$ cat src/hw/rtl/chc_pkg.sv
// Package with the shared types, widths and arctangent table of the compass heading pipeline.
`default_nettype none

package chc_pkg;

    localparam int IN_W            = 16;
    localparam int ABS_W           = IN_W + 1;
    localparam int VEC_SCALE_BITS  = 20;
    localparam int VEC_W           = ABS_W + VEC_SCALE_BITS + 1;
    localparam int ANGLE_W         = 32;
    localparam int Z_W             = ANGLE_W + 1;
    localparam int CLAMP_W         = ANGLE_W - 1;
    localparam int HEAD_ANGLE_W    = ANGLE_W + 1;
    localparam int OUT_W           = 16;
    localparam int CD_W            = OUT_W + 1;
    localparam int PROD_W          = HEAD_ANGLE_W + OUT_W;

    localparam int ATAN_TABLE_LEN  = 24;
    localparam int ANGLE_ITERATIONS_DEF = 16;

    localparam logic [CLAMP_W-1:0]      QUARTER_TURN  = CLAMP_W'(64'd1073741824);
    localparam logic [HEAD_ANGLE_W-1:0] QUARTER_H     = HEAD_ANGLE_W'(64'd1073741824);
    localparam logic [HEAD_ANGLE_W-1:0] THREE_QUARTER = HEAD_ANGLE_W'(64'd3221225472);
    localparam logic [OUT_W-1:0]        HEADING_FULL  = OUT_W'(36000);
    localparam logic [OUT_W-1:0]        HEADING_HALF  = OUT_W'(18000);
    localparam logic [OUT_W-1:0]        HEADING_ZERO  = '0;

    localparam logic [ANGLE_W-1:0] ATAN_TABLE [ATAN_TABLE_LEN] = '{
        32'd536870912, 32'd316933406, 32'd167458907, 32'd85004756,
        32'd42667331,  32'd21354465,  32'd10679838,  32'd5340245,
        32'd2670163,   32'd1335087,   32'd667544,    32'd333772,
        32'd166886,    32'd83443,     32'd41722,     32'd20861,
        32'd10430,     32'd5215,      32'd2608,      32'd1304,
        32'd652,       32'd326,       32'd163,       32'd81
    };

    typedef struct packed {
        logic y_zero;
        logic y_neg;
        logic x_zero;
        logic x_neg;
    } chc_flags_t;

    typedef struct packed {
        logic signed [VEC_W-1:0] x;
        logic signed [VEC_W-1:0] y;
        logic signed [Z_W-1:0]   z;
    } chc_vec_t;

endpackage

`default_nettype wire

$ cat src/hw/rtl/chc_post.sv
// Output stages: clamp and quadrant fold, scale to hundredths of a degree, round and wrap.
`default_nettype none

module chc_post (
    input  wire logic                        aclk,
    input  wire logic                        aresetn,
    input  wire logic                        in_valid,
    output logic                             in_ready,
    input  wire chc_pkg::chc_vec_t           in_vec,
    input  wire chc_pkg::chc_flags_t         in_flags,
    output logic                             out_valid,
    input  wire logic                        out_ready,
    output logic [chc_pkg::OUT_W-1:0]        heading_centideg
);
    import chc_pkg::*;

    localparam logic [PROD_W-1:0] ROUND_HALF = PROD_W'(1) << (ANGLE_W - 1);

    logic                     fold_valid_reg;
    logic [HEAD_ANGLE_W-1:0]  head_reg;
    logic [HEAD_ANGLE_W-1:0]  head_next;
    chc_flags_t               fold_flags_reg;
    logic [CLAMP_W-1:0]       clamp_angle;
    logic                     fold_ready;

    logic                     mul_valid_reg;
    logic [PROD_W-1:0]        prod_reg;
    chc_flags_t               mul_flags_reg;
    logic                     mul_ready;

    logic                     out_valid_reg;
    logic [OUT_W-1:0]         heading_reg;
    logic [OUT_W-1:0]         heading_next;
    logic [PROD_W-1:0]        rounded;
    logic [CD_W-1:0]          cd;
    logic                     out_en;

    assign out_en     = !out_valid_reg || out_ready;
    assign mul_ready  = !mul_valid_reg || out_en;
    assign fold_ready = !fold_valid_reg || mul_ready;
    assign in_ready   = fold_ready;

    always_comb begin
        if (in_vec.z[Z_W-1]) begin
            clamp_angle = '0;
        end else if (in_vec.z > $signed({2'b00, QUARTER_TURN})) begin
            clamp_angle = QUARTER_TURN;
        end else begin
            clamp_angle = CLAMP_W'(in_vec.z);
        end
        if (in_flags.x_zero) begin
            clamp_angle = '0;
        end
        if (!in_flags.y_neg) begin
            head_next = in_flags.x_neg ? QUARTER_H + HEAD_ANGLE_W'(clamp_angle)
                                       : QUARTER_H - HEAD_ANGLE_W'(clamp_angle);
        end else begin
            head_next = (!in_flags.x_neg && !in_flags.x_zero)
                      ? THREE_QUARTER + HEAD_ANGLE_W'(clamp_angle)
                      : THREE_QUARTER - HEAD_ANGLE_W'(clamp_angle);
        end
    end

    always_comb begin
        rounded = prod_reg + ROUND_HALF;
        cd      = rounded[PROD_W-1 -: CD_W];
        if (cd >= CD_W'(HEADING_FULL)) begin
            cd = cd - CD_W'(HEADING_FULL);
        end
        if (mul_flags_reg.y_zero) begin
            heading_next = mul_flags_reg.x_neg ? HEADING_HALF : HEADING_ZERO;
        end else begin
            heading_next = OUT_W'(cd);
        end
    end

    always_ff @(posedge aclk) begin
        if (!aresetn) begin
            fold_valid_reg <= 1'b0;
            mul_valid_reg  <= 1'b0;
            out_valid_reg  <= 1'b0;
        end else begin
            if (fold_ready) begin
                fold_valid_reg <= in_valid;
            end
            if (mul_ready) begin
                mul_valid_reg <= fold_valid_reg;
            end
            if (out_en) begin
                out_valid_reg <= mul_valid_reg;
            end
        end
    end

    always_ff @(posedge aclk) begin
        if (fold_ready && in_valid) begin
            head_reg       <= head_next;
            fold_flags_reg <= in_flags;
        end
        if (mul_ready && fold_valid_reg) begin
            prod_reg      <= head_reg * HEADING_FULL;
            mul_flags_reg <= fold_flags_reg;
        end
        if (out_en && mul_valid_reg) begin
            heading_reg <= heading_next;
        end
    end

    assign out_valid        = out_valid_reg;
    assign heading_centideg = heading_reg;

endmodule

`default_nettype wire

$ cat config.mk
export PLATFORM = sky130hd
export DESIGN_NAME = chc_post
export DESIGN_NICKNAME = d
export VERILOG_FILES = /design/src/hw/rtl/chc_pkg.sv /design/src/hw/rtl/chc_post.sv
export SDC_FILE = /design/constraint.sdc
export NUM_CORES = 1
export LEC_CHECK = 0
export ABC_AREA = 1
export BUFFER_PORTS_ARGS = -buffer_cell sky130_fd_sc_hd__buf_2
export CORE_MARGIN = 1
export CORE_UTILIZATION = 55
export DETAILED_ROUTE_END_ITERATION = 7
export PLACE_DENSITY = 0.81
export SLEW_MARGIN = 20
export SYNTH_ARGS = -nofsm -noshare
export SYNTH_HDL_FRONTEND = slang
export SYNTH_SLANG_ARGS = --single-unit
$ cat constraint.sdc
create_clock -name aclk -period 4.53 [get_ports aclk]
set_input_delay 0.906 -clock aclk [delete_from_list [all_inputs] [get_ports aclk]]
set_output_delay 0.906 -clock aclk [all_outputs]
set_load 0.02 [all_outputs]
### Yosys cells after proc, flatten, opt, wreduce, memory -nomap -nowiden

Index checks and enable logic that the tools add are counted.
Widths: inputs -> output; s select.

* $add $sub $neg: 6
* multiply operators: 1
* $lt $le $gt $ge: 2
* multiplexer cells: 9
* reductions and logical operators: 12

Operators by type and width (count)
* $mux 33: 3
* $mux 31: 3
* $add 49x32->49 const B: 1
* $mul 33x11->44 const B: 1
* $add 32x31->33 const A: 1
* $gt 33x32->1 const B: 1
* $sub 32x31->33 const A: 1
* $add 31x31->32 const A: 1
* $mux 16: 2
* $sub 31x31->32 const A: 1
* $ge 17x16->1 const B: 1
* $sub 16x16->16 const B: 1
* $mux 15: 1
* $logic_not 1->1: 5
* $logic_and 1x1->1: 4
* $logic_or 1x1->1: 3

* flip-flop bits (word level): 100
* output and inout bits: 18

### Logic depth before layout (Yosys ltp)

Gate-level depths: netlist of run 1.

* depth in word-level cells: 7
* mapped depth: 24
* gate-level depth less buffers: 24

### Worst setup path before layout of run 1

OpenSTA, ideal clock, no wires.

* path kind: register to register
* start point: reg head_reg[20]
* end point: reg prod_reg[44] (data pin)
* setup time: 0.259 ns
* arrival: 4.032 ns
* data required time: 4.271 ns
* path slack: 0.239 ns
* cell stages (with the launch flop): 17
* path buffers: 0
* clock period less this slack: 4.291 ns
* cell sequence: edfxtp_1 > ha_1 > ha_1 > fa_1 > fa_1 > inv_1 > fa_1 > inv_1 > ha_1 > inv_1 > o21ai_0 > a31oi_1 > nand2_1 > a211oi_1 > nand2_1 > a21o_1 > xor2_1

* word-level cells in the longest chain between the ends: 1

Ends and longest elaborated chain
* from (decl): RTL line chc_post.sv:20 `logic [HEAD_ANGLE_W-1:0] head_reg;`
* from (signal assigned): RTL line chc_post.sv:97 `head_reg <= head_next;`
* $mul 33x11->44: RTL line chc_post.sv:101 `prod_reg <= head_reg * HEADING_FULL;`
* to (signal assigned): RTL line chc_post.sv:101
* to (decl): RTL line chc_post.sv:27 `logic [PROD_W-1:0] prod_reg;`

No other way between the ends.
A chain may end at the register's enable or synchronous reset.

### Final worst setup path of run 1

* start point: reg head_reg[9]
* end point: reg prod_reg[41] (data pin)

The elaborated chain is that of the path after synthesis.

==> results of run 1 <==
layout by cell type (no fill, tap or decap), types with 21 or more instances in the layout:
cell and instances:
ha_4 47, a21oi_1 39, nor2_1 128, buf_2 58, buf_4 109, edfxtp_1 71, ha_1 134, inv_1 279
nand4_1 21, fa_1 80, nand3_1 63, nand2_1 253, xor2_1 29, o21ai_0 63
final timing paths:
check,endpoint,start,slack [ps],cells after the start
max,prod_reg[41],head_reg[9],-130,20
min,mul_flags_reg[3],fold_flags_reg[3],420,0
max reg2reg,prod_reg[41],head_reg[9],-130,20
min reg2reg,mul_flags_reg[3],fold_flags_reg[3],420,0
cells by family (layout without fill, tap and decap cells):
logic type	count (synthesis)	count (layout)	share of synthesized area, %
AO/OA/AOI/OAI	171	171	8.77
XOR/XNOR	38	38	3.25
adder cells (fa/ha/maj)	266	266	36.2
buffers and inverters	304	480	10.7
flip-flops	74	74	20.1
AND/OR/NAND/NOR	531	531	21.0
final cells by class:
| cell class | count | area, um^2 | area share, % |
|---|---|---|---|
| Clock buffer | 10 | 229 | 1.69 |
| Clock inverter | 6 | 113 | 0.831 |
| Sequential cell | 74 | 2190 | 16.2 |
| Multi-Input combinational cell | 1006 | 8420 | 62.1 |
| Tap cell | 265 | 332 | 2.45 |
| Inverter | 291 | 1090 | 8.06 |
| Timing Repair Buffer | 173 | 1180 | 8.74 |
through the flow:
stage	hold slack (ps)	setup slack, ps	area, um^2	util (%)
4_1_cts	423	0.753	12600	64.8
3_3_place_gp	404	-47.3	12000	61.8
6_report	422	-127	13600	69.7
5_1_grt	445	-208	13600	69.7
3_5_place_dp	408	-133	12000	61.8
2_1_floorplan	400	239	10900	-
synth_stat cells, types with 3 or more instances:
cell | count | area share [%]
a31oi_1 | 13 | 0.74
o21ai_1 | 4 | 0.18
xor2_1 | 29 | 2.3
nor3_1 | 11 | 0.50
fa_1 | 83 | 15
ha_1 | 183 | 21
nand4_1 | 21 | 1.2
nor2_4 | 4 | 0.41
o21ai_0 | 71 | 3.3
edfxtp_1 | 71 | 20
inv_1 | 286 | 9.8
dfxtp_1 | 3 | 0.55
o31ai_1 | 3 | 0.21
nand3b_1 | 3 | 0.21
a21oi_1 | 56 | 2.6
o21a_1 | 3 | 0.21
nor2_2 | 7 | 0.40
clkbuf_1 | 3 | 0.10
nor2_1 | 138 | 4.7
buf_2 | 6 | 0.28
o21bai_1 | 8 | 0.55
nand2_1 | 262 | 9.0
a21o_1 | 4 | 0.28
nand2_2 | 11 | 0.63
inv_2 | 3 | 0.10
xnor2_1 | 6 | 0.48
nand3_2 | 3 | 0.28
nand3_1 | 64 | 2.9
timing repair:
action / in CTS / in global routing
resized for setup: 24 / 112
endpoints found under the setup margin: 9 / 18
cloned: 0 / 0
pin swaps: 4 / 57
setup buffers: 16 / 26
per-layer routing:
metal	vias up	GRT usage, %	wire length, um
met5	-	0	0
met4	0	9.73	1770
met3	171	3.39	1530
met2	480	50.1	15900
met1	4638	28.1	11200
li1	4808	-	-
==> summary.txt, run 1 <==
Synth
  – Number of enable flip-flop cells after synthesis: 71
  – Post-synthesis async set-or-reset flop share: 0%
  – Syn_nets: 1,767
  – YS warnings: 0
  – Syn avg cell area: 7.89 um^2
  – Post-synthesis register bit count: 74
  – Main flop type after synthesis: edfxtp_1
  – Synth Instances: 1,384
  – Netlist cell types: 45
  – Sequential cell area fraction in the yosys report: 20.1%
  – Mapped cell area: 0.0109 mm^2

STA
  – Rel. slew slack: 50.7%
  – TNS Setup: -425 ps
  – Final setup violation count: 9
  – Setup ws final: -127 ps
  – Tcrit/Tclk final: 103%
  – Final critical-path required period: 4660 ps
  – Clock Skews: 10.5 ps
  – RSZ-0062 raised after global routing: true
  – Peak Freq: 215 MHz
  – Final hold vios: 0
  – Slew Limit Fails: 0
  – Least-Margin Pin Slew: 739 ps

Placement
  – IO buf count: 58
  – Routability Congestion: 0.927
  – DP Wirelength: 20,400 um
  – Post-Place Cells: 1,767

Route
  – WL/cell: 16.7 um
  – Drc violations: 0
  – Final WL: 30,400 um
  – Final ANT Viol Nets: 0
  – Router iterations before antenna repair: 6
  – DRT iter0 DRCs: 783
  – Post-DR vias/cell: 5.53
  – Via Count: 10,100

Floorplanning
  – Die Ht: 143 um
  – Die area: 0.0204 mm^2
  – Row cnt: 51
  – # IOs: 135
  – Starting Density: 56.1%
  – Core area: 0.0195 mm^2
  – Die Width: 143 um

Clock tree
  – Clock tree root driver cell: clkbuf_16
  – CTS Sinks: 74
  – Clk pin slew, worst setup/hold paths: 70 ps
  – CTS tree: built
  – CTS Buffer Depth: 2
  – CTS Hold Bufs: 0
  – Clock Latency Late Sink: 350 ps
  – H-Tree Depth: 3
  – TritonCTS buffer count: 9

Worst setup path
  – Max Fanout on Critical Path: 4
  – Crit Path Class: reg -> reg
  – Bufs and invs on worst path: 3
  – Critical path's slowest cell: fa_1
  – CP top delay family: adder cells
  – Crit path capture type: flop
  – Crit path required time: 4640 ps
  – Crit path arrival time: 4770 ps
  – Critical Path Start Type: flop
  – Most frequent CP cell: nand2_1
  – Worst-path cell chain: ha_1 -> ha_4 -> fa_2 -> fa_1 -> inv_1 -> fa_1 -> inv_1 -> ha_4 -> a21oi_1 -> inv_1 -> a31oi_1 -> nand3_2 -> nand2_1 -> nand2_1 -> nand3_1 -> nand2_2 -> nand2_2 -> nand2_1 -> nand2_1 -> nand2_1
  – Worst stage delay on the critical path: 590 ps

Run status
  – Violated checks: negative setup slack
  – Status: finished with violations

Cells and area
  – Fillers: 1,370
  – Share of layout cells above drive strength 1: 22.1%
  – Finished Layout Cells: 1,825
  – Area delta synth->final: 24.2%
  – Nets: 1,938
  – ANT cells: 0
  – Max reg flops: 33

Global routing
  – Initial antenna violation count: 0
  – GRT Total Usage: 25.8%
  – Grt ovf: 0
  – First-pass GRT wire length: 41,500 um
  – Vias in the first global route: 9,520
  – Largest net degree at the start of global routing: 37

Job
  – Max cap viols: 0

Min path
  – Hold Crit Class: reg -> reg
Power of run 1 is not shown: default switching activity piles up to over one toggle a cycle in this logic, so the estimate is an artifact.
==> run 2: changes to the inputs <==
Settings changed: CORE_UTILIZATION 55 to 56, CTS_BUF_LIST set to sky130_fd_sc_hd__clkbuf_4, PLACE_DENSITY 0.81 to 0.82.
==> run 2 against run 1 <==
The run still ends with negative setup slack left. Critical path depth fell by 2. Routed wire length up 5.6%. Non-clock buffer count is 12 higher. Design area down 0.67%. Global-route usage rose by 1.1 points. Die area fell by 1.8%. Worst setup slack lost 56 ps. Flip-flop and latch count did not move. Clock skew up 31 ps. Core utilization increased by 1.6 points. Fmax shrank 1.2%. First-iteration DRC count decreased by 5.5%.
==> summary.txt, run 2 (synthesis gave the netlist of run 1 again) <==
Cells and area
  – Commonest non-fill, non-tap cell in the layout: inv_1
  – Nets: 1,950 (+0.62%)
  – Area delta synth->final: 23.3%
  – Most frequent cells in the layout: inv_1, nand2_1, ha_1, nor2_1, buf_4
  – Share of layout cells above drive strength 1: 22.9% (+0.85 points)
  – Max reg flops: 33 (unchanged)

Run status
  – Violated checks: negative setup slack
  – Status: finished with violations

Worst setup path
  – Crit path capture type: flop
  – Worst r2r src: head_reg[10]
  – CP top delay family: adder cells
  – Bufs and invs on worst path: 4 (+1)
  – Crit Path Class: reg -> reg
  – FF-to-FF setup slack: -180 ps (-60 ps)
  – Crit path required time: 4830 ps (+190 ps)
  – R2R depth: 18 (-10%)
  – Critical path's slowest cell: fa_1
  – Crit path arrival time: 5020 ps (+250 ps)
  – Max Fanout on Critical Path: 4 (unchanged)
  – Critical Path Start Type: flop
  – Worst stage delay on the critical path: 560 ps (-30 ps)
  – Worst r2r dst: prod_reg[33]
  – Worst-path cell chain: ha_1 -> ha_1 -> fa_1 -> fa_1 -> inv_1 -> fa_1 -> inv_1 -> ha_4 -> a21oi_2 -> inv_1 -> a31oi_1 -> nand3_1 -> nand2_1 -> nand2_1 -> nand3_1 -> nand2_2 -> buf_4 -> xor2_1

STA
  – Final hold vios: 0 (unchanged)
  – Clock Skews: 41.3 ps (+30.8 ps)
  – Final setup violation count: 14 (+5)
  – Setup ws final: -183 ps (-55.7 ps)
  – Peak Freq: 212 MHz (-1.2%)
  – TNS Setup: -1390 ps (-960 ps)
  – Rel. slew slack: 50.3% (-0.38 points)
  – Final critical-path required period: 4710 ps (+55.7 ps)
  – Slew Limit Fails: 0 (unchanged)
  – Tcrit/Tclk final: 104% (+1.2 points)
  – Least-Margin Pin Slew: 745 ps (+5.68 ps)
  – RSZ-0062 raised after global routing: true

Floorplanning
  – Die Width: 142 um (-0.89%)
  – Starting Density: 57.8% (+1.7 points)
  – # IOs: 135 (unchanged)
  – Die area: 0.0201 mm^2 (-1.8%)
  – Core area: 0.0189 mm^2 (-2.9%)
  – Row cnt: 50 (-2.0%)
  – Die Ht: 142 um (-0.89%)

Min path
  – Hold Crit Class: reg -> reg
  – WHS Endpoint: mul_flags_reg[3]
  – Hold_sp: fold_flags_reg[3]
  – Worst Hold Path Cells: 0 (unchanged)

Global routing
  – Largest net degree at the start of global routing: 62 (+68%)
  – GRT Total Usage: 26.9% (+1.1 points)
  – Grt ovf: 0 (unchanged)
  – First-pass GRT wire length: 42,800 um (+3.0%)
  – Vias in the first global route: 9,653 (+1.4%)
  – Initial antenna violation count: 1 (+1)

Clock tree
  – Clock Latency Late Sink: 530 ps (+180 ps)
  – Clock tree root driver cell: clkbuf_4
  – Clk pin slew, worst setup/hold paths: 160 ps (+90 ps)
  – CTS Sinks: 74 (unchanged)
  – CTS Hold Bufs: 0 (unchanged)
  – CTS Buffer Depth: 2 (unchanged)
  – H-Tree Depth: 3 (unchanged)
  – CTS tree: built
  – TritonCTS buffer count: 9 (unchanged)

Placement
  – DP Wirelength: 21,100 um (+3.6%)
  – IO buf count: 58 (unchanged)
  – Routability Congestion: 0.944 (+1.9%)

Route
  – Post-DR vias/cell: 5.67 (+2.5%)
  – Via Count: 10,400 (+3.0%)
  – Final WL: 32,100 um (+5.6%)
  – DRT iter0 DRCs: 740 (-5.5%)
  – Final ANT Viol Nets: 0 (unchanged)
  – WL/cell: 17.5 um (+5.2%)
  – Drc violations: 0 (unchanged)
  – Router iterations before antenna repair: 8 (+2)

Job
  – Max cap viols: 0 (unchanged)
## run 2: worst max-delay path by stage
stage                 startpoint            to  slack [ps]  depth (start not counted)
floorplan           head_reg[20]  prod_reg[44]         240                         16
global placement     head_reg[7]  prod_reg[43]         -20                         17
detailed placement  head_reg[17]  prod_reg[39]        -180                         16
CTS                  head_reg[7]  prod_reg[39]          -9                         18
global route        head_reg[12]  prod_reg[44]        -300                         16
finish              head_reg[10]  prod_reg[33]        -180                         18
## run 2: metrics by stage
stage | area, um^2 | util [%] | setup slack [ps] | hold slack, ps | instances
2_1_floorplan | 10900 | - | 239 | 400 | 1384
3_3_place_gp | 12000 | 63.5 | -25.0 | 403 | 1761
3_5_place_dp | 12000 | 63.5 | -183 | 419 | 1761
4_1_cts | 12400 | 65.8 | -9.41 | 454 | 1803
5_1_grt | 13500 | 71.3 | -299 | 472 | 1833
6_report | 13500 | 71.3 | -183 | 444 | 1833
## run 2: area by class of cell
| type | count | area [um^2] |
|---|---|---|
| flip-flops and latches | 74 | 2190 |
| fillers | 1329 | 5430 |
| inverters | 291 | 1090 |
| diodes | 1 | 2.50 |
| repair buffers | 185 | 1270 |
| clock inverters | 7 | 76.3 |
| multi-input cells | 1006 | 8440 |
| clock buffers | 9 | 67.6 |
| well taps | 260 | 325 |
## run 2: repair_timing
action                     CTS  global route
setup buffers               26            29
hold endpoints to repair     0             0
setup endpoints to repair   10            18
resized for setup           22           121
pin swaps                   11            75
## run 2: layer usage
metal,global-route usage [%],part of all wire (%)
met2,50.7,51
met4,12.9,7.2
met3,3.95,6.0
met5,0,0
met1,29.4,36
Power of run 2 is left out for the same reason.
==> run 3: changes to the inputs <==
Settings changed: RECOVER_POWER set to 25.
==> run 3 against run 2 <==
The run ends with max-capacitance violations, max-slew violations, negative setup slack left. Count of clock-buffer cells in the layout unchanged. Critical path depth unchanged. Routed wire length down 0.42%. Sequential share of layout area about the same. Flip-flop and latch count unchanged. Die area unchanged. Fmax down 0.28%. Hold slack better by 0.72 ps. Cell count unchanged. Core utilization down 0.11 points. Register-to-register slack about the same. First-iteration DRC count down 8.8%. Highest routed layer unchanged.
==> summary.txt, run 3 (synthesis gave the netlist of run 1 again) <==
Cells and area
  – Most frequent cells in the layout: inv_1, nand2_1, ha_1, nor2_1, buf_4
  – Cell area after layout: 0.0134 mm^2 (-0.16%)
  – Fillers: 1,331 (+0.15%)
  – Max reg flops: 33 (unchanged)
  – FF/Latch Area: 0.00219 mm^2 (unchanged)
  – Share of layout cells above drive strength 1: 22.5% (-0.45 points)
  – Area delta synth->final: 23.1%
  – Commonest non-fill, non-tap cell in the layout: inv_1
  – Nets: 1,950 (unchanged)
  – Area of the multi-input gates: 0.00843 mm^2 (-0.15%)
  – Finished Layout Cells: 1,833 (unchanged)

Worst setup path
  – Worst r2r dst: prod_reg[33]
  – Max Fanout on Critical Path: 4 (unchanged)
  – Crit path required time: 4830 ps (about the same)
  – Critical Path Start Type: flop
  – Crit path capture type: flop
  – R2R depth: 18 (unchanged)
  – Worst r2r src: head_reg[10]
  – Crit path arrival time: 5020 ps (about the same)
  – FF-to-FF setup slack: -200 ps (about the same)
  – Crit Path Class: reg -> reg

Floorplanning
  – # IOs: 135 (unchanged)
  – Core area: 0.0189 mm^2 (unchanged)
  – Die area: 0.0201 mm^2 (unchanged)
  – Row cnt: 50 (unchanged)
  – Die Ht: 142 um (unchanged)
  – Starting Density: 57.8% (unchanged)
  – Die Width: 142 um (unchanged)

Route
  – Router iterations before antenna repair: 6 (-2)
  – Post-DR vias/cell: 5.69 (+0.38%)
  – Final ANT Viol Nets: 0 (unchanged)
  – DRT iter0 DRCs: 675 (-8.8%)
  – Via Count: 10,400 (+0.38%)
  – Final WL: 32,000 um (-0.42%)
  – WL/cell: 17.4 um (-0.42%)
  – Drc violations: 0 (unchanged)

Global routing
  – Vias in the first global route: 9,653 (unchanged)
  – GRT Total Usage: 26.9% (unchanged)
  – Largest net degree at the start of global routing: 62 (unchanged)
  – Grt ovf: 0 (unchanged)
  – First-pass GRT wire length: 42,800 um (unchanged)
  – Initial antenna violation count: 1 (unchanged)

Min path
  – Hold Crit Class: reg -> reg
  – Hold_sp: fold_flags_reg[3]
  – WHS Endpoint: mul_flags_reg[3]
  – Worst Hold Path Cells: 0 (unchanged)

Placement
  – Placement Setup Slack: -183 ps (unchanged)
  – IO buf count: 58 (unchanged)
  – Routability Congestion: 0.944 (unchanged)
  – Placement Cell Area: 0.0120 mm^2 (unchanged)
  – DP Wirelength: 21,100 um (unchanged)
  – Post-Place Cells: 1,761 (unchanged)

STA
  – Hold WS: 445 ps (+0.715 ps)
  – Least-Margin Pin Slew: 1950 ps (+1200 ps)
  – Tcrit/Tclk final: 104% (+0.29 points)
  – Clock Skews: 37.2 ps (-4.05 ps)
  – Rel. slew slack: -29.7% (-80 points)
  – Setup ws final: -196 ps (-13.2 ps)
  – Peak Freq: 212 MHz (-0.28%)
  – Slew Limit Fails: 36 (+36)
  – Final setup violation count: 14 (unchanged)
  – Final hold vios: 0 (unchanged)
  – Final critical-path required period: 4730 ps (+13.2 ps)
  – RSZ-0062 raised after global routing: true

Clock tree
  – H-Tree Depth: 3 (unchanged)
  – Clock Latency Late Sink: 520 ps (about the same)
  – CTS Sinks: 74 (unchanged)
  – Clock tree root driver cell: clkbuf_4
  – TritonCTS buffer count: 9 (unchanged)
  – CTS Buffer Depth: 2 (unchanged)
  – CTS tree: built
  – Clk pin slew, worst setup/hold paths: 160 ps (about the same)
  – CTS Hold Bufs: 0 (unchanged)

Job
  – Max cap viols: 1 (+1)

Run status
  – Violated checks: max-capacitance violations, max-slew violations, negative setup slack
  – Status: finished with violations
==> run 3: final cells by class <==
class	instances	area share (%)
multi-input combinational	1006	62.7
tap	260	2.42
sequential	74	16.3
antenna	1	0.0186
clock buffer	9	0.503
clock inverter	7	0.568
inverter	291	8.12
timing repair buffer	185	9.35
==> run 3: how the worst max path moves through the flow <==
stage | cells past startpoint | end | start | slack (ps)
CTS | 18 | prod_reg[39] | head_reg[7] | -9
global route | 16 | prod_reg[44] | head_reg[12] | -300
floorplan | 16 | prod_reg[44] | head_reg[20] | 240
global placement | 17 | prod_reg[43] | head_reg[7] | -20
detailed placement | 16 | prod_reg[39] | head_reg[17] | -180
finish | 18 | prod_reg[33] | head_reg[10] | -200
==> run 3: timing repair <==
action                     CTS  global route
cloned                       0             0
pin swaps                   11            75
setup buffers               26            29
setup endpoints to repair   10            18
gates resized for setup     22           121
==> run 3: worst max-delay path: stages, from the launching register on <==
cell,delay [ps]
edfxtp_1,520
ha_1,370
ha_1,290
fa_1,480
fa_1,560
inv_1,60
fa_1,550
inv_1,80
ha_4,270
a21oi_2,200
inv_1,120
a31oi_1,190
nand3_1,140
nand2_1,100
nand2_1,70
nand3_1,120
nand2_2,100
buf_4,140
xor2_1,130
==> run 3: per-stage QoR <==
| stage | setup TNS, ps | util (%) |
|---|---|---|
| global route | -3160 | 71.2 |
| finish | -1470 | 71.2 |
| floorplan | 0 | - |
| CTS | -9.41 | 65.8 |
| detailed placement | -743 | 63.5 |
| global placement | -29.3 | 63.5 |
==> run 3: layer usage <==
layer / track usage, % / wire length (um) / vias up
li1: - / - / 4821
met1: 29.4 / 11600 / 4792
met2: 50.7 / 16200 / 569
met3: 3.95 / 1910 / 253
met4: 12.9 / 2310 / 0
met5: 0 / 0 / -
Power of run 3 is left out for the same reason.
